**config.mk**
```make
export PLATFORM = sky130hd
export DESIGN_NAME = differential_drive_odometry_core
export DESIGN_NICKNAME = d
export VERILOG_FILES = /design/src/sv/odo_pkg.sv /design/src/sv/odo_front.sv /design/src/sv/odo_fifo.sv /design/src/sv/odo_div.sv /design/src/sv/odo_cordic.sv /design/src/sv/odo_back.sv /design/src/sv/differential_drive_odometry_core.sv
export VERILOG_INCLUDE_DIRS = /design/src /design/src/sv
export SDC_FILE = /design/constraint.sdc
export NUM_CORES = 2
export LEC_CHECK = 0
export BUFFER_PORTS_ARGS = -buffer_cell sky130_fd_sc_hd__buf_2
export CAP_MARGIN = 20
export CORE_AREA = 5 5 427 597
export CTS_CLUSTER_DIAMETER = 100
export DETAILED_ROUTE_END_ITERATION = 10
export DIE_AREA = 0 0 432 602
export PLACE_DENSITY = 0.58
export SETUP_SLACK_MARGIN = 0.4
export SLEW_MARGIN = 20
export SYNTH_ARGS = -nofsm -noshare
export SYNTH_HDL_FRONTEND = slang
export SYNTH_HIERARCHICAL = 1
export SYNTH_SLANG_ARGS = --single-unit
```
**constraint.sdc**
```tcl
create_clock -name clk -period 28.4 [get_ports clk]
set_clock_uncertainty 0.1 [all_clocks]
set_input_delay 2.84 -clock clk [delete_from_list [all_inputs] [get_ports clk]]
set_output_delay 2.84 -clock clk [all_outputs]
set_load 0.005 [all_outputs]
```
**src/sv/differential_drive_odometry_core_macros.svh**
```systemverilog
// ---------------------------------------------------------------------------
// Assertion macros for the odometry core
// Concurrent checks, clocked on clk; compiled out when ASSERT_OFF is set.
// ---------------------------------------------------------------------------
`ifndef DIFFERENTIAL_DRIVE_ODOMETRY_CORE_MACROS_SVH
`define DIFFERENTIAL_DRIVE_ODOMETRY_CORE_MACROS_SVH
`ifndef ASSERT_OFF
// check outside reset
`define ODO_ASSERT(lbl, prop, msg) \
  lbl: assert property (@(posedge clk) disable iff (!rst_n) prop) else $error(msg);
// check that also holds during reset
`define ODO_ASSERT_ALWAYS(lbl, prop, msg) \
  lbl: assert property (@(posedge clk) prop) else $error(msg);
`else
`define ODO_ASSERT(lbl, prop, msg)
`define ODO_ASSERT_ALWAYS(lbl, prop, msg)
`endif
`endif

```
**src/sv/odo_pkg.sv**
```systemverilog
// ---------------------------------------------------------------------------
// Odometry package
// Beat types, fixed-point widths and constants shared by the odometry core.
// ---------------------------------------------------------------------------
`timescale 1ns / 1ps
package odo_pkg;

  localparam int SEP_W      = 18;
  localparam int X_W        = 57;   // CORDIC vector width
  localparam int Z_W        = 34;   // CORDIC angle width
  localparam int COUT_W     = 27;   // rounded CORDIC result width
  localparam int DIV_N_W    = 64;   // dividend width
  localparam int DIV_D_W    = 32;   // divisor width
  localparam int MUL_A_W    = 41;
  localparam int MUL_B_W    = 30;
  localparam int QUEUE_DEPTH = 2;

  localparam logic [SEP_W-1:0]   SEP_RESET    = 18'd11338;
  localparam logic [MUL_B_W-1:0] TURN_TO_BAM  = 30'd683565276;
  localparam logic [MUL_B_W-1:0] CORDIC_GAIN  = 30'd652032874;
  localparam logic [MUL_B_W-1:0] USEC_PER_SEC = 30'd1000000;

  // arctan(2^-i) as binary angle
  localparam logic [31:0] ATAN_BAM [32] = '{
    32'h20000000, 32'h12E4051E, 32'h09FB385B, 32'h051111D4, 32'h028B0D43,
    32'h0145D7E1, 32'h00A2F61E, 32'h00517C55, 32'h0028BE53, 32'h00145F2F,
    32'h000A2F98, 32'h000517CC, 32'h00028BE6, 32'h000145F3, 32'h0000A2FA,
    32'h0000517D, 32'h000028BE, 32'h0000145F, 32'h00000A30, 32'h00000518,
    32'h0000028C, 32'h00000146, 32'h000000A3, 32'h00000051, 32'h00000029,
    32'h00000014, 32'h0000000A, 32'h00000005, 32'h00000003, 32'h00000001,
    32'h00000001, 32'h00000000
  };

  typedef struct packed {
    logic signed [23:0] left_distance;
    logic signed [23:0] right_distance;
    logic [31:0]        elapsed_time;
  } in_beat_t;

  typedef struct packed {
    logic signed [31:0] pos_x;
    logic signed [31:0] pos_y;
    logic [31:0]        heading_angle;
    logic signed [31:0] vel_x;
    logic signed [31:0] vel_y;
    logic signed [31:0] yaw_rate;
    logic               zero_time_flag;
  } out_beat_t;

  // classified tick handed from front to back
  typedef struct packed {
    logic        d_neg;
    logic [23:0] d_mag;
    logic        diff_neg;
    logic [24:0] diff_mag;
    logic [31:0] elapsed;
    logic        zero_time;
  } tick_t;

  // divider and CORDIC status
  typedef struct packed {
    logic busy;
    logic done;
  } unit_stat_t;

endpackage

```
**src/sv/odo_front.sv**
```systemverilog
// ---------------------------------------------------------------------------
// Odometry front end
// Takes input beats and splits them into mean distance, wheel difference and
// time class as sign and magnitude.
// ---------------------------------------------------------------------------
`timescale 1ns / 1ps
module odo_front (
  input  odo_pkg::in_beat_t in_data,
  output odo_pkg::tick_t    tick
);
  import odo_pkg::*;

  logic signed [24:0] sum;
  logic signed [24:0] diff;
  logic signed [23:0] d;

  // mean distance floors, difference is exact
  always_comb begin
    sum  = {in_data.left_distance[23], in_data.left_distance}
         + {in_data.right_distance[23], in_data.right_distance};
    diff = {in_data.right_distance[23], in_data.right_distance}
         - {in_data.left_distance[23], in_data.left_distance};
    d    = sum[24:1];
    tick.d_neg     = d[23];
    tick.d_mag     = d[23] ? 24'(-d) : 24'(d);
    tick.diff_neg  = diff[24];
    tick.diff_mag  = diff[24] ? 25'(-diff) : 25'(diff);
    tick.elapsed   = in_data.elapsed_time;
    tick.zero_time = (in_data.elapsed_time == 32'd0);
  end

endmodule

```
**src/sv/odo_fifo.sv**
```systemverilog
// ---------------------------------------------------------------------------
// Odometry tick queue
// Short register queue between front and back ends.
// ---------------------------------------------------------------------------
`timescale 1ns / 1ps
`include "differential_drive_odometry_core_macros.svh"
module odo_fifo (
  input  logic           clk,
  input  logic           rst_n,
  input  logic           push,
  input  odo_pkg::tick_t wr_data,
  output logic           full,
  input  logic           pop,
  output logic           empty,
  output odo_pkg::tick_t rd_data
);
  import odo_pkg::*;

  localparam int PTR_W = $clog2(QUEUE_DEPTH);
  localparam int CNT_W = $clog2(QUEUE_DEPTH + 1);

  tick_t             mem_r [QUEUE_DEPTH];
  logic [PTR_W-1:0]  wr_ptr_r;
  logic [PTR_W-1:0]  rd_ptr_r;
  logic [CNT_W-1:0]  count_r;
  logic              do_push;
  logic              do_pop;

  assign full    = (count_r == CNT_W'(QUEUE_DEPTH));
  assign empty   = (count_r == '0);
  assign do_push = push && !full;
  assign do_pop  = pop && !empty;
  assign rd_data = mem_r[rd_ptr_r];

  // storage, no reset
  always_ff @(posedge clk) begin
    if (do_push) begin
      mem_r[wr_ptr_r] <= wr_data;
    end
  end

  // pointers and fill count
  always_ff @(posedge clk) begin
    if (!rst_n) begin
      wr_ptr_r <= '0;
      rd_ptr_r <= '0;
      count_r  <= '0;
    end else begin
      if (do_push) begin
        wr_ptr_r <= (wr_ptr_r == PTR_W'(QUEUE_DEPTH - 1)) ? '0 : wr_ptr_r + 1'b1;
      end
      if (do_pop) begin
        rd_ptr_r <= (rd_ptr_r == PTR_W'(QUEUE_DEPTH - 1)) ? '0 : rd_ptr_r + 1'b1;
      end
      count_r <= count_r + CNT_W'(do_push) - CNT_W'(do_pop);
    end
  end

  `ODO_ASSERT(a_fifo_bound, count_r <= CNT_W'(QUEUE_DEPTH), "queue overfilled")

endmodule

```
**src/sv/odo_div.sv**
```systemverilog
// ---------------------------------------------------------------------------
// Odometry divider
// Unsigned restoring divider, one quotient bit per cycle.
// ---------------------------------------------------------------------------
`timescale 1ns / 1ps
module odo_div (
  input  logic                         clk,
  input  logic                         rst_n,
  input  logic                         start,
  input  logic [odo_pkg::DIV_N_W-1:0]  dividend,
  input  logic [odo_pkg::DIV_D_W-1:0]  divisor,
  output odo_pkg::unit_stat_t          stat,
  output logic [odo_pkg::DIV_N_W-1:0]  quotient
);
  import odo_pkg::*;

  localparam int CNT_W = $clog2(DIV_N_W + 1);

  logic [DIV_N_W-1:0] quo_r;
  logic [DIV_D_W-1:0] rem_r;
  logic [DIV_D_W-1:0] dvs_r;
  logic [CNT_W-1:0]   cnt_r;
  logic               busy_r;
  logic               done_r;
  logic [DIV_D_W:0]   rem_sh;
  logic [DIV_D_W+1:0] trial;
  logic               ge;

  // one trial subtract
  always_comb begin
    rem_sh = {rem_r, quo_r[DIV_N_W-1]};
    trial  = {1'b0, rem_sh} - {2'b00, dvs_r};
    ge     = !trial[DIV_D_W+1];
  end

  always_ff @(posedge clk) begin
    if (!rst_n) begin
      busy_r <= 1'b0;
      done_r <= 1'b0;
      cnt_r  <= '0;
    end else begin
      // done pulses once after the last step
      done_r <= !start && busy_r && (cnt_r == CNT_W'(1));
      if (start) begin
        quo_r  <= dividend;
        rem_r  <= '0;
        dvs_r  <= divisor;
        cnt_r  <= CNT_W'(DIV_N_W);
        busy_r <= 1'b1;
      end else if (busy_r) begin
        rem_r <= ge ? trial[DIV_D_W-1:0] : rem_sh[DIV_D_W-1:0];
        quo_r <= {quo_r[DIV_N_W-2:0], ge};
        cnt_r <= cnt_r - 1'b1;
        if (cnt_r == CNT_W'(1)) begin
          busy_r <= 1'b0;
        end
      end
    end
  end

  assign stat.busy = busy_r;
  assign stat.done = done_r;
  assign quotient  = quo_r;

endmodule

```
**src/sv/odo_cordic.sv**
```systemverilog
// ---------------------------------------------------------------------------
// Odometry CORDIC
// Iterative rotation-mode CORDIC, one micro-rotation per cycle, with
// half-turn folding and rounded outputs.
// ---------------------------------------------------------------------------
`timescale 1ns / 1ps
module odo_cordic #(
  parameter int STAGES = 20
) (
  input  logic                               clk,
  input  logic                               rst_n,
  input  logic                               start,
  input  logic signed [odo_pkg::X_W-1:0]     x_in,
  input  logic [31:0]                        angle,
  output odo_pkg::unit_stat_t                stat,
  output logic signed [odo_pkg::COUT_W-1:0]  cx,
  output logic signed [odo_pkg::COUT_W-1:0]  cy
);
  import odo_pkg::*;

  localparam int N = (STAGES > 32) ? 32 : STAGES;
  localparam logic signed [Z_W-1:0] QUARTER = Z_W'(64'sd1073741824);
  localparam logic signed [Z_W-1:0] HALF    = Z_W'(64'sd2147483648);
  localparam logic signed [X_W-1:0] RND     = X_W'(64'sd536870912);

  logic signed [X_W-1:0] x_r, y_r, xs, ys, xr, yr;
  logic signed [Z_W-1:0] z_r, z0, at;
  logic [4:0]            iter_r;
  logic                  busy_r;
  logic                  done_r;

  always_comb begin
    z0 = {{(Z_W-32){angle[31]}}, angle};
    xs = x_r >>> iter_r;
    ys = y_r >>> iter_r;
    at = {{(Z_W-32){1'b0}}, ATAN_BAM[iter_r]};
    xr = x_r + RND;
    yr = y_r + RND;
  end

  always_ff @(posedge clk) begin
    if (!rst_n) begin
      busy_r <= 1'b0;
      done_r <= 1'b0;
      iter_r <= '0;
    end else begin
      // done pulses once after the last micro-rotation
      done_r <= !start && busy_r && (iter_r == 5'(N - 1));
      if (start) begin
        // fold angles past a quarter turn
        y_r    <= '0;
        iter_r <= '0;
        busy_r <= 1'b1;
        if (z0 > QUARTER) begin
          z_r <= z0 - HALF;
          x_r <= -x_in;
        end else if (z0 < -QUARTER) begin
          z_r <= z0 + HALF;
          x_r <= -x_in;
        end else begin
          z_r <= z0;
          x_r <= x_in;
        end
      end else if (busy_r) begin
        if (!z_r[Z_W-1]) begin
          x_r <= x_r - ys;
          y_r <= y_r + xs;
          z_r <= z_r - at;
        end else begin
          x_r <= x_r + ys;
          y_r <= y_r - xs;
          z_r <= z_r + at;
        end
        iter_r <= iter_r + 1'b1;
        if (iter_r == 5'(N - 1)) begin
          busy_r <= 1'b0;
        end
      end
    end
  end

  assign stat.busy = busy_r;
  assign stat.done = done_r;
  assign cx = xr[X_W-1:30];
  assign cy = yr[X_W-1:30];

endmodule

```
**src/sv/odo_back.sv**
```systemverilog
// ---------------------------------------------------------------------------
// Odometry back end
// Sequencer over a shared multiplier, divider and CORDIC; holds the pose and
// the result register.
// ---------------------------------------------------------------------------
`timescale 1ns / 1ps
`include "differential_drive_odometry_core_macros.svh"
module odo_back #(
  parameter int CORDIC_STAGES = 20,
  parameter int POSITION_BITS = 32
) (
  input  logic                          clk,
  input  logic                          rst_n,
  input  logic [odo_pkg::SEP_W-1:0]     sep,
  input  logic                          q_empty,
  input  odo_pkg::tick_t                q_data,
  output logic                          q_pop,
  output logic                          out_empty,
  input  logic                          out_pop,
  output odo_pkg::out_beat_t            out_data
);
  import odo_pkg::*;

  localparam int PE_W = (POSITION_BITS > 32) ? POSITION_BITS : 32;

  typedef enum logic [3:0] {
    S_IDLE, S_MUL_BAM, S_DIV_BAM, S_DIV_Q16, S_MUL_GAIN,
    S_ROT_POS, S_ROT_VEL, S_VEL_MUL, S_VEL_DIV, S_OUT
  } state_t;

  state_t                       state_r;
  tick_t                        tk_r;
  logic                         launched_r;
  logic [31:0]                  bam_r;
  logic [MUL_A_W-1:0]           q16_mag_r;
  logic signed [X_W-1:0]        x0_r;
  logic signed [COUT_W-1:0]     vx_r, vy_r;
  logic [1:0]                   vi_r;
  logic signed [31:0]           vel_r [3];
  logic [POSITION_BITS-1:0]     px_r, py_r;
  logic [31:0]                  heading_r;
  logic                         out_valid_r;
  out_beat_t                    out_r;
  logic [MUL_A_W+MUL_B_W-1:0]   mul_p_r;

  logic [MUL_A_W-1:0]           mul_a;
  logic [MUL_B_W-1:0]           mul_b;
  logic [DIV_N_W-1:0]           div_n;
  logic [DIV_D_W-1:0]           div_d;
  logic                         div_start, cord_start;
  unit_stat_t                   div_stat, cord_stat;
  logic [DIV_N_W-1:0]           quo;
  logic signed [X_W-1:0]        x0_fresh, cord_x;
  logic [31:0]                  cord_ang;
  logic signed [COUT_W-1:0]     cx, cy;
  logic [DIV_D_W-1:0]           sep_eff;
  logic                         v_neg;
  logic [COUT_W-1:0]            v_small;
  logic [MUL_A_W-1:0]           v_mag;
  logic signed [31:0]           v_sat;
  logic [63:0]                  dx_ext, dy_ext;
  logic [PE_W-1:0]              px_ext, py_ext;
  logic                         can_load;

  assign sep_eff  = (sep == '0) ? DIV_D_W'(1) : DIV_D_W'(sep);
  assign x0_fresh = tk_r.d_neg ? -X_W'(mul_p_r) : X_W'(mul_p_r);
  assign can_load = !out_valid_r || out_pop;

  // magnitude of the current velocity term
  always_comb begin
    case (vi_r)
      2'd0:    v_small = vx_r[COUT_W-1] ? COUT_W'(-vx_r) : COUT_W'(vx_r);
      2'd1:    v_small = vy_r[COUT_W-1] ? COUT_W'(-vy_r) : COUT_W'(vy_r);
      default: v_small = '0;
    endcase
    case (vi_r)
      2'd0:    v_neg = vx_r[COUT_W-1];
      2'd1:    v_neg = vy_r[COUT_W-1];
      default: v_neg = tk_r.diff_neg;
    endcase
    v_mag = (vi_r == 2'd2) ? q16_mag_r : MUL_A_W'(v_small);
  end

  // truncated quotient, saturated to 32 bits
  always_comb begin
    if (!v_neg) begin
      v_sat = (quo > 64'h7FFF_FFFF) ? 32'sh7FFF_FFFF : $signed(quo[31:0]);
    end else begin
      v_sat = (quo >= 64'h8000_0000) ? 32'sh8000_0000 : $signed(-quo[31:0]);
    end
  end

  // shared multiplier operands
  always_comb begin
    case (state_r)
      S_MUL_BAM:  begin mul_a = MUL_A_W'(tk_r.diff_mag); mul_b = TURN_TO_BAM;  end
      S_MUL_GAIN: begin mul_a = MUL_A_W'(tk_r.d_mag);    mul_b = CORDIC_GAIN;  end
      default:    begin mul_a = v_mag;                   mul_b = USEC_PER_SEC; end
    endcase
  end

  // divider and CORDIC operands
  always_comb begin
    div_n      = (state_r == S_DIV_Q16) ? DIV_N_W'({tk_r.diff_mag, 16'h0000})
                                        : mul_p_r[DIV_N_W-1:0];
    div_d      = (state_r == S_VEL_DIV) ? tk_r.elapsed : sep_eff;
    div_start  = !launched_r && (state_r == S_DIV_BAM || state_r == S_DIV_Q16 ||
                                 state_r == S_VEL_DIV);
    cord_start = !launched_r && (state_r == S_ROT_POS || state_r == S_ROT_VEL);
    cord_x     = (state_r == S_ROT_POS) ? x0_fresh : x0_r;
    cord_ang   = (state_r == S_ROT_POS) ? heading_r : bam_r;
    dx_ext     = {{(64-COUT_W){cx[COUT_W-1]}}, cx};
    dy_ext     = {{(64-COUT_W){cy[COUT_W-1]}}, cy};
    px_ext     = PE_W'(px_r);
    py_ext     = PE_W'(py_r);
  end

  assign q_pop = (state_r == S_IDLE) && !q_empty;

  odo_div u_div (
    .clk      (clk),
    .rst_n    (rst_n),
    .start    (div_start),
    .dividend (div_n),
    .divisor  (div_d),
    .stat     (div_stat),
    .quotient (quo)
  );

  odo_cordic #(.STAGES(CORDIC_STAGES)) u_cordic (
    .clk   (clk),
    .rst_n (rst_n),
    .start (cord_start),
    .x_in  (cord_x),
    .angle (cord_ang),
    .stat  (cord_stat),
    .cx    (cx),
    .cy    (cy)
  );

  // product register, free running
  always_ff @(posedge clk) begin
    mul_p_r <= mul_a * mul_b;
  end

  // sequencer, pose and result register
  always_ff @(posedge clk) begin
    if (!rst_n) begin
      state_r     <= S_IDLE;
      launched_r  <= 1'b0;
      out_valid_r <= 1'b0;
      px_r        <= '0;
      py_r        <= '0;
      heading_r   <= '0;
      vi_r        <= '0;
    end else begin
      // S_OUT owns the result flag while it is in that state
      if (out_pop && state_r != S_OUT) begin
        out_valid_r <= 1'b0;
      end
      if (div_start || cord_start) begin
        launched_r <= 1'b1;
      end
      unique case (state_r)
        S_IDLE: begin
          if (!q_empty) begin
            tk_r    <= q_data;
            state_r <= S_MUL_BAM;
          end
        end
        S_MUL_BAM: state_r <= S_DIV_BAM;
        S_DIV_BAM: begin
          if (div_stat.done) begin
            bam_r      <= tk_r.diff_neg ? -quo[31:0] : quo[31:0];
            launched_r <= 1'b0;
            state_r    <= S_DIV_Q16;
          end
        end
        S_DIV_Q16: begin
          if (div_stat.done) begin
            q16_mag_r  <= quo[MUL_A_W-1:0];
            launched_r <= 1'b0;
            state_r    <= S_MUL_GAIN;
          end
        end
        S_MUL_GAIN: state_r <= S_ROT_POS;
        S_ROT_POS: begin
          if (cord_start) begin
            x0_r <= x0_fresh;
          end
          if (cord_stat.done) begin
            px_r       <= px_r + dx_ext[POSITION_BITS-1:0];
            py_r       <= py_r + dy_ext[POSITION_BITS-1:0];
            heading_r  <= heading_r + bam_r;
            launched_r <= 1'b0;
            vi_r       <= '0;
            if (tk_r.zero_time) begin
              vel_r[0] <= '0;
              vel_r[1] <= '0;
              vel_r[2] <= '0;
              state_r  <= S_OUT;
            end else begin
              state_r  <= S_ROT_VEL;
            end
          end
        end
        S_ROT_VEL: begin
          if (cord_stat.done) begin
            vx_r       <= cx;
            vy_r       <= cy;
            launched_r <= 1'b0;
            state_r    <= S_VEL_MUL;
          end
        end
        S_VEL_MUL: state_r <= S_VEL_DIV;
        S_VEL_DIV: begin
          if (div_stat.done) begin
            vel_r[vi_r] <= v_sat;
            launched_r  <= 1'b0;
            if (vi_r == 2'd2) begin
              state_r <= S_OUT;
            end else begin
              vi_r    <= vi_r + 1'b1;
              state_r <= S_VEL_MUL;
            end
          end
        end
        S_OUT: begin
          if (can_load) begin
            out_r.pos_x          <= $signed(px_ext[31:0]);
            out_r.pos_y          <= $signed(py_ext[31:0]);
            out_r.heading_angle  <= heading_r;
            out_r.vel_x          <= vel_r[0];
            out_r.vel_y          <= vel_r[1];
            out_r.yaw_rate       <= vel_r[2];
            out_r.zero_time_flag <= tk_r.zero_time;
            out_valid_r          <= 1'b1;
            state_r              <= S_IDLE;
          end
        end
        default: state_r <= S_IDLE;
      endcase
    end
  end

  assign out_empty = !out_valid_r;
  assign out_data  = out_r;

  `ODO_ASSERT(a_idle_units, (state_r == S_IDLE) |-> !div_stat.busy && !cord_stat.busy, "unit busy while idle")
  `ODO_ASSERT(a_one_unit, !(div_stat.busy && cord_stat.busy), "divider and CORDIC both busy")
  `ODO_ASSERT(a_result_held, out_valid_r && !out_pop |=> out_valid_r && $stable(out_r), "result lost")
  `ODO_ASSERT_ALWAYS(a_reset_empty, !rst_n |=> out_empty, "result after reset")

endmodule

```
**src/sv/differential_drive_odometry_core.sv**
```systemverilog
// ---------------------------------------------------------------------------
// Differential-drive wheel odometry core
// Integrates wheel distances into a pose and reports per-tick velocities.
// ---------------------------------------------------------------------------
// One tick is taken per push beat and gives one result beat. The time from
// push to result is set by the shared radix-2 divider (64 steps per
// division, five divisions per tick) and by the iterative CORDIC, one
// micro-rotation per cycle. A tick whose elapsed_time is zero skips the
// velocity rotation and three of the divisions. A two-entry tick
// queue and the result register let the input side keep pushing while a
// result waits to be popped. wheel_separation is written through cfg_* and
// must only change while the core is idle; zero acts as one.
// ---------------------------------------------------------------------------
`timescale 1ns / 1ps
module differential_drive_odometry_core #(
  parameter int CORDIC_STAGES = 20,
  parameter int POSITION_BITS = 32
) (
  input  logic                       clk,
  input  logic                       rst_n,
  input  logic                       in_push,
  output logic                       in_full,
  input  odo_pkg::in_beat_t          in_data,
  output logic                       out_empty,
  input  logic                       out_pop,
  output odo_pkg::out_beat_t         out_data,
  input  logic                       cfg_valid,
  output logic                       cfg_ready,
  input  logic [odo_pkg::SEP_W-1:0]  cfg_data
);
  import odo_pkg::*;

  logic [SEP_W-1:0] sep_r;
  tick_t            tick, q_data;
  logic             q_empty, q_pop;

  // wheel separation register
  assign cfg_ready = 1'b1;
  always_ff @(posedge clk) begin
    if (!rst_n) begin
      sep_r <= SEP_RESET;
    end else if (cfg_valid && cfg_ready) begin
      sep_r <= cfg_data;
    end
  end

  odo_front u_front (
    .in_data (in_data),
    .tick    (tick)
  );

  odo_fifo u_fifo (
    .clk     (clk),
    .rst_n   (rst_n),
    .push    (in_push),
    .wr_data (tick),
    .full    (in_full),
    .pop     (q_pop),
    .empty   (q_empty),
    .rd_data (q_data)
  );

  odo_back #(
    .CORDIC_STAGES (CORDIC_STAGES),
    .POSITION_BITS (POSITION_BITS)
  ) u_back (
    .clk       (clk),
    .rst_n     (rst_n),
    .sep       (sep_r),
    .q_empty   (q_empty),
    .q_data    (q_data),
    .q_pop     (q_pop),
    .out_empty (out_empty),
    .out_pop   (out_pop),
    .out_data  (out_data)
  );

endmodule
```
==> metrics.md <==
| Metric | Value |
|---|---|
| Vias/cell | `5.83` |
| Path category of the worst min-delay check | `flip-flop to flip-flop` |
| Initial core utilization | `44.7%` |
| Yosys warning total | `6` |
| Number of cells on the worst hold path | `0` |
| Area Overhead vs Synth | `9.12%` |
| Final setup TNS | `0 ps` |
| Post-DRT Antenna Nets | `0` |
| Critical Path End Type | `flip-flop` |
| Crit Reg-Reg Startpoint | `u_back/vy_r[7]` |
| Number of buffers inserted for hold repair after clock tree synthesis | `0` |
| Tcrit/Tclk final | `41.0%` |
| Crit start category | `flip-flop` |
| Destination of the worst register-to-register timing path | `u_back/mul_p_r[60]` |
| Clk_lat worst skew | `840 ps` |
| TritonCTS Buffers | `140` |
| Measured slew at the worst slew-check pin | `about 1300 ps` |
| Fmax | `roughly 86 MHz` |
| Setup repair after global routing missed its margin | `false` |
| Total of buffers placed on input and output ports | `roughly 300` |
| Wirelength per Cell | `28.4 microns` |
| Worst Hold End | `u_back/out_data[2]` |
| Status | `complete, no violations` |
| Final-stage net count | `13227` |
| Routability Congestion | `~1.1` |
| Total DRC errors in the routed layout | `0` |
| Total clock sinks | `1206` |
| Average footprint of a synthesized cell | `9.92 sq um` |
| Gate count after technology mapping | `11222` |
| Most frequent cell on the critical path | `fa_1` |
| Max capacitance violation total | `0` |
| Worst relative slew slack | `9.22%` |
| Wirelength, routed | `around 420 mm` |
| Gates resized, CTS repair | `0` |
| Via count | `86981` |
| Post-CTS clock slew at the launch and capture registers of the worst setup and hold paths | `70 ps` |
| Number of slew-limit violations in the final report | `0` |
| Root buf cell | `clkbuf_16` |
| Data arrival, critical path | `12250 ps` |
| CTS tree | `done` |
| Biggest cell delay along the critical path | `630 ps` |
| Number of DRC violations after detailed-routing iteration 0 | `6678` |
| Reg2reg setup slack | `around 17000 ps` |
| Number of global-route vias before repair | `a little under 90000` |
| Antenna violations before repair | `50` |
| Total core area | `249000 sq um` |
| Largest net degree at the start of global routing | `approximately 150` |
| Height of the die | `602 microns` |
| Final hold viol count | `0` |
| Critical Path Slowest Stage Cell | `or4_1` |
| Pre-Repair DR Iteration Count | `6` |
| Global-route total usage across every layer | `32.0%` |
| Placed cell areas | `roughly 120000 sq um` |
| Std-Cell Rows | `roughly 220` |
| Start point of the worst hold path | `u_back/vel_r[2][1]` |
| Finish-stage setup viols | `0` |
| Core occupancy in the finished layout | `between 40 and 50%` |
| Die boundary width | `~430 microns` |
| Startpoint-to-endpoint class of the critical path | `flip-flop to flip-flop` |
| CP Max Fanout | `7` |
| Number of placed I/O pins | `299` |
| Post-synth design cell area | `111000 sq um` |
| FF-to-FF path depth | `33` |
| Global-route wire length before repair | `611 mm` |
| # Post-CTS Setup Buffers | `0` |
| Number of buffers on the longest clock path | `4` |
| Overflow left after global routing | `0` |
| Final worst path period need | `11650 ps` |
| Cell area after layout | `121000 sq um` |
| Total die area | `260000 sq um` |
| Share of post-route cells with drive strength above 1 | `10.8%` |
| H-Tree Level Count | `4` |
| Required time at the worst-slack endpoint | `28990 ps` |
| HPWL after detailed placement | `342 mm` |
cell type report:
class | instances | area (sq um)
clock inverter | 69 | 704
antenna | 26 | 65.1
tap | 3285 | 4110
fill | 23114 | 128000
timing repair buffer | 429 | 2510
inverter | 1371 | 5150
clock buffer | 174 | 3820
multi-input combinational | 8369 | 70900
sequential | 1206 | 34200
critical path: cells and delay by family (launching register included):
| kind | cells | cell delay, ps |
|---|---|---|
| adders and majority gates | 9 | 4360 |
| AOI/OAI and AO/OA | 13 | 3590 |
| and+or+nand+nor | 6 | 2650 |
| DFF | 1 | 450 |
| buffers and inverters | 4 | 240 |
| xor gates and xnor gates | 1 | 170 |
per-layer routing:
metal  routed length, microns  share of wire (%)  track usage [%]
met5                      168              0.040                0
met4                    44000                 10             25.8
met2                   210000                 49             56.0
met1                   147000                 35             34.3
met3                    22400                5.3             4.64
flip-flops by register name, indices dropped and copies added (netlist names), 34 cells and up, named ones only:
register,cells
u_back/q16_mag_r,41
u_back/u_cordic/z_r,34
u_back/vel_r,96
u_back/u_cordic/y_r,57
u_back/u_cordic/x_r,57
u_back/mul_p_r,63
u_fifo/mem_r,168
u_back/x0_r,56
u_back/out_data,193
u_back/tk_r,84
u_back/u_div/quotient,64
stage by stage:
step	hold WS, ps	setup WS [ps]	cells
global placement	302	16840	14659
detailed placement	305	16800	14659
floorplan	300	5360	11492
finish	306	16750	14929
global route	317	16140	14910
CTS	305	16800	14902
placed cells by master, fill, tap and decap left out, types with 141 or more instances in the layout:
cell type and instances:
clkbuf_16 146, dfxtp_1 200, mux2_2 218, and3_1 141
nor2_1 754, a21oi_1 682, nand2_1 1057, nor3_1 142
edfxtp_1 1000, fa_1 844, nand3_1 156, o21ai_0 442
ha_1 762, conb_1 273, inv_1 1362, mux2i_1 188
a21o_1 173, buf_2 297, xor2_1 227, xnor2_1 491
worst max-delay path by stage:
stage                              end      startpoint  depth (start not counted)
floorplan           u_back/out_data[0]           rst_n                          4
global placement    u_back/mul_p_r[60]  u_back/vy_r[7]                         33
detailed placement  u_back/mul_p_r[59]  u_back/vy_r[7]                         33
CTS                 u_back/mul_p_r[60]  u_back/vy_r[7]                         33
global route        u_back/mul_p_r[59]  u_back/vy_r[7]                         34
finish              u_back/mul_p_r[60]  u_back/vy_r[7]                         33
Power is left out: the tool's default activity adds up to more than one toggle a clock period on the data nets, which glitch-free logic cannot reach.
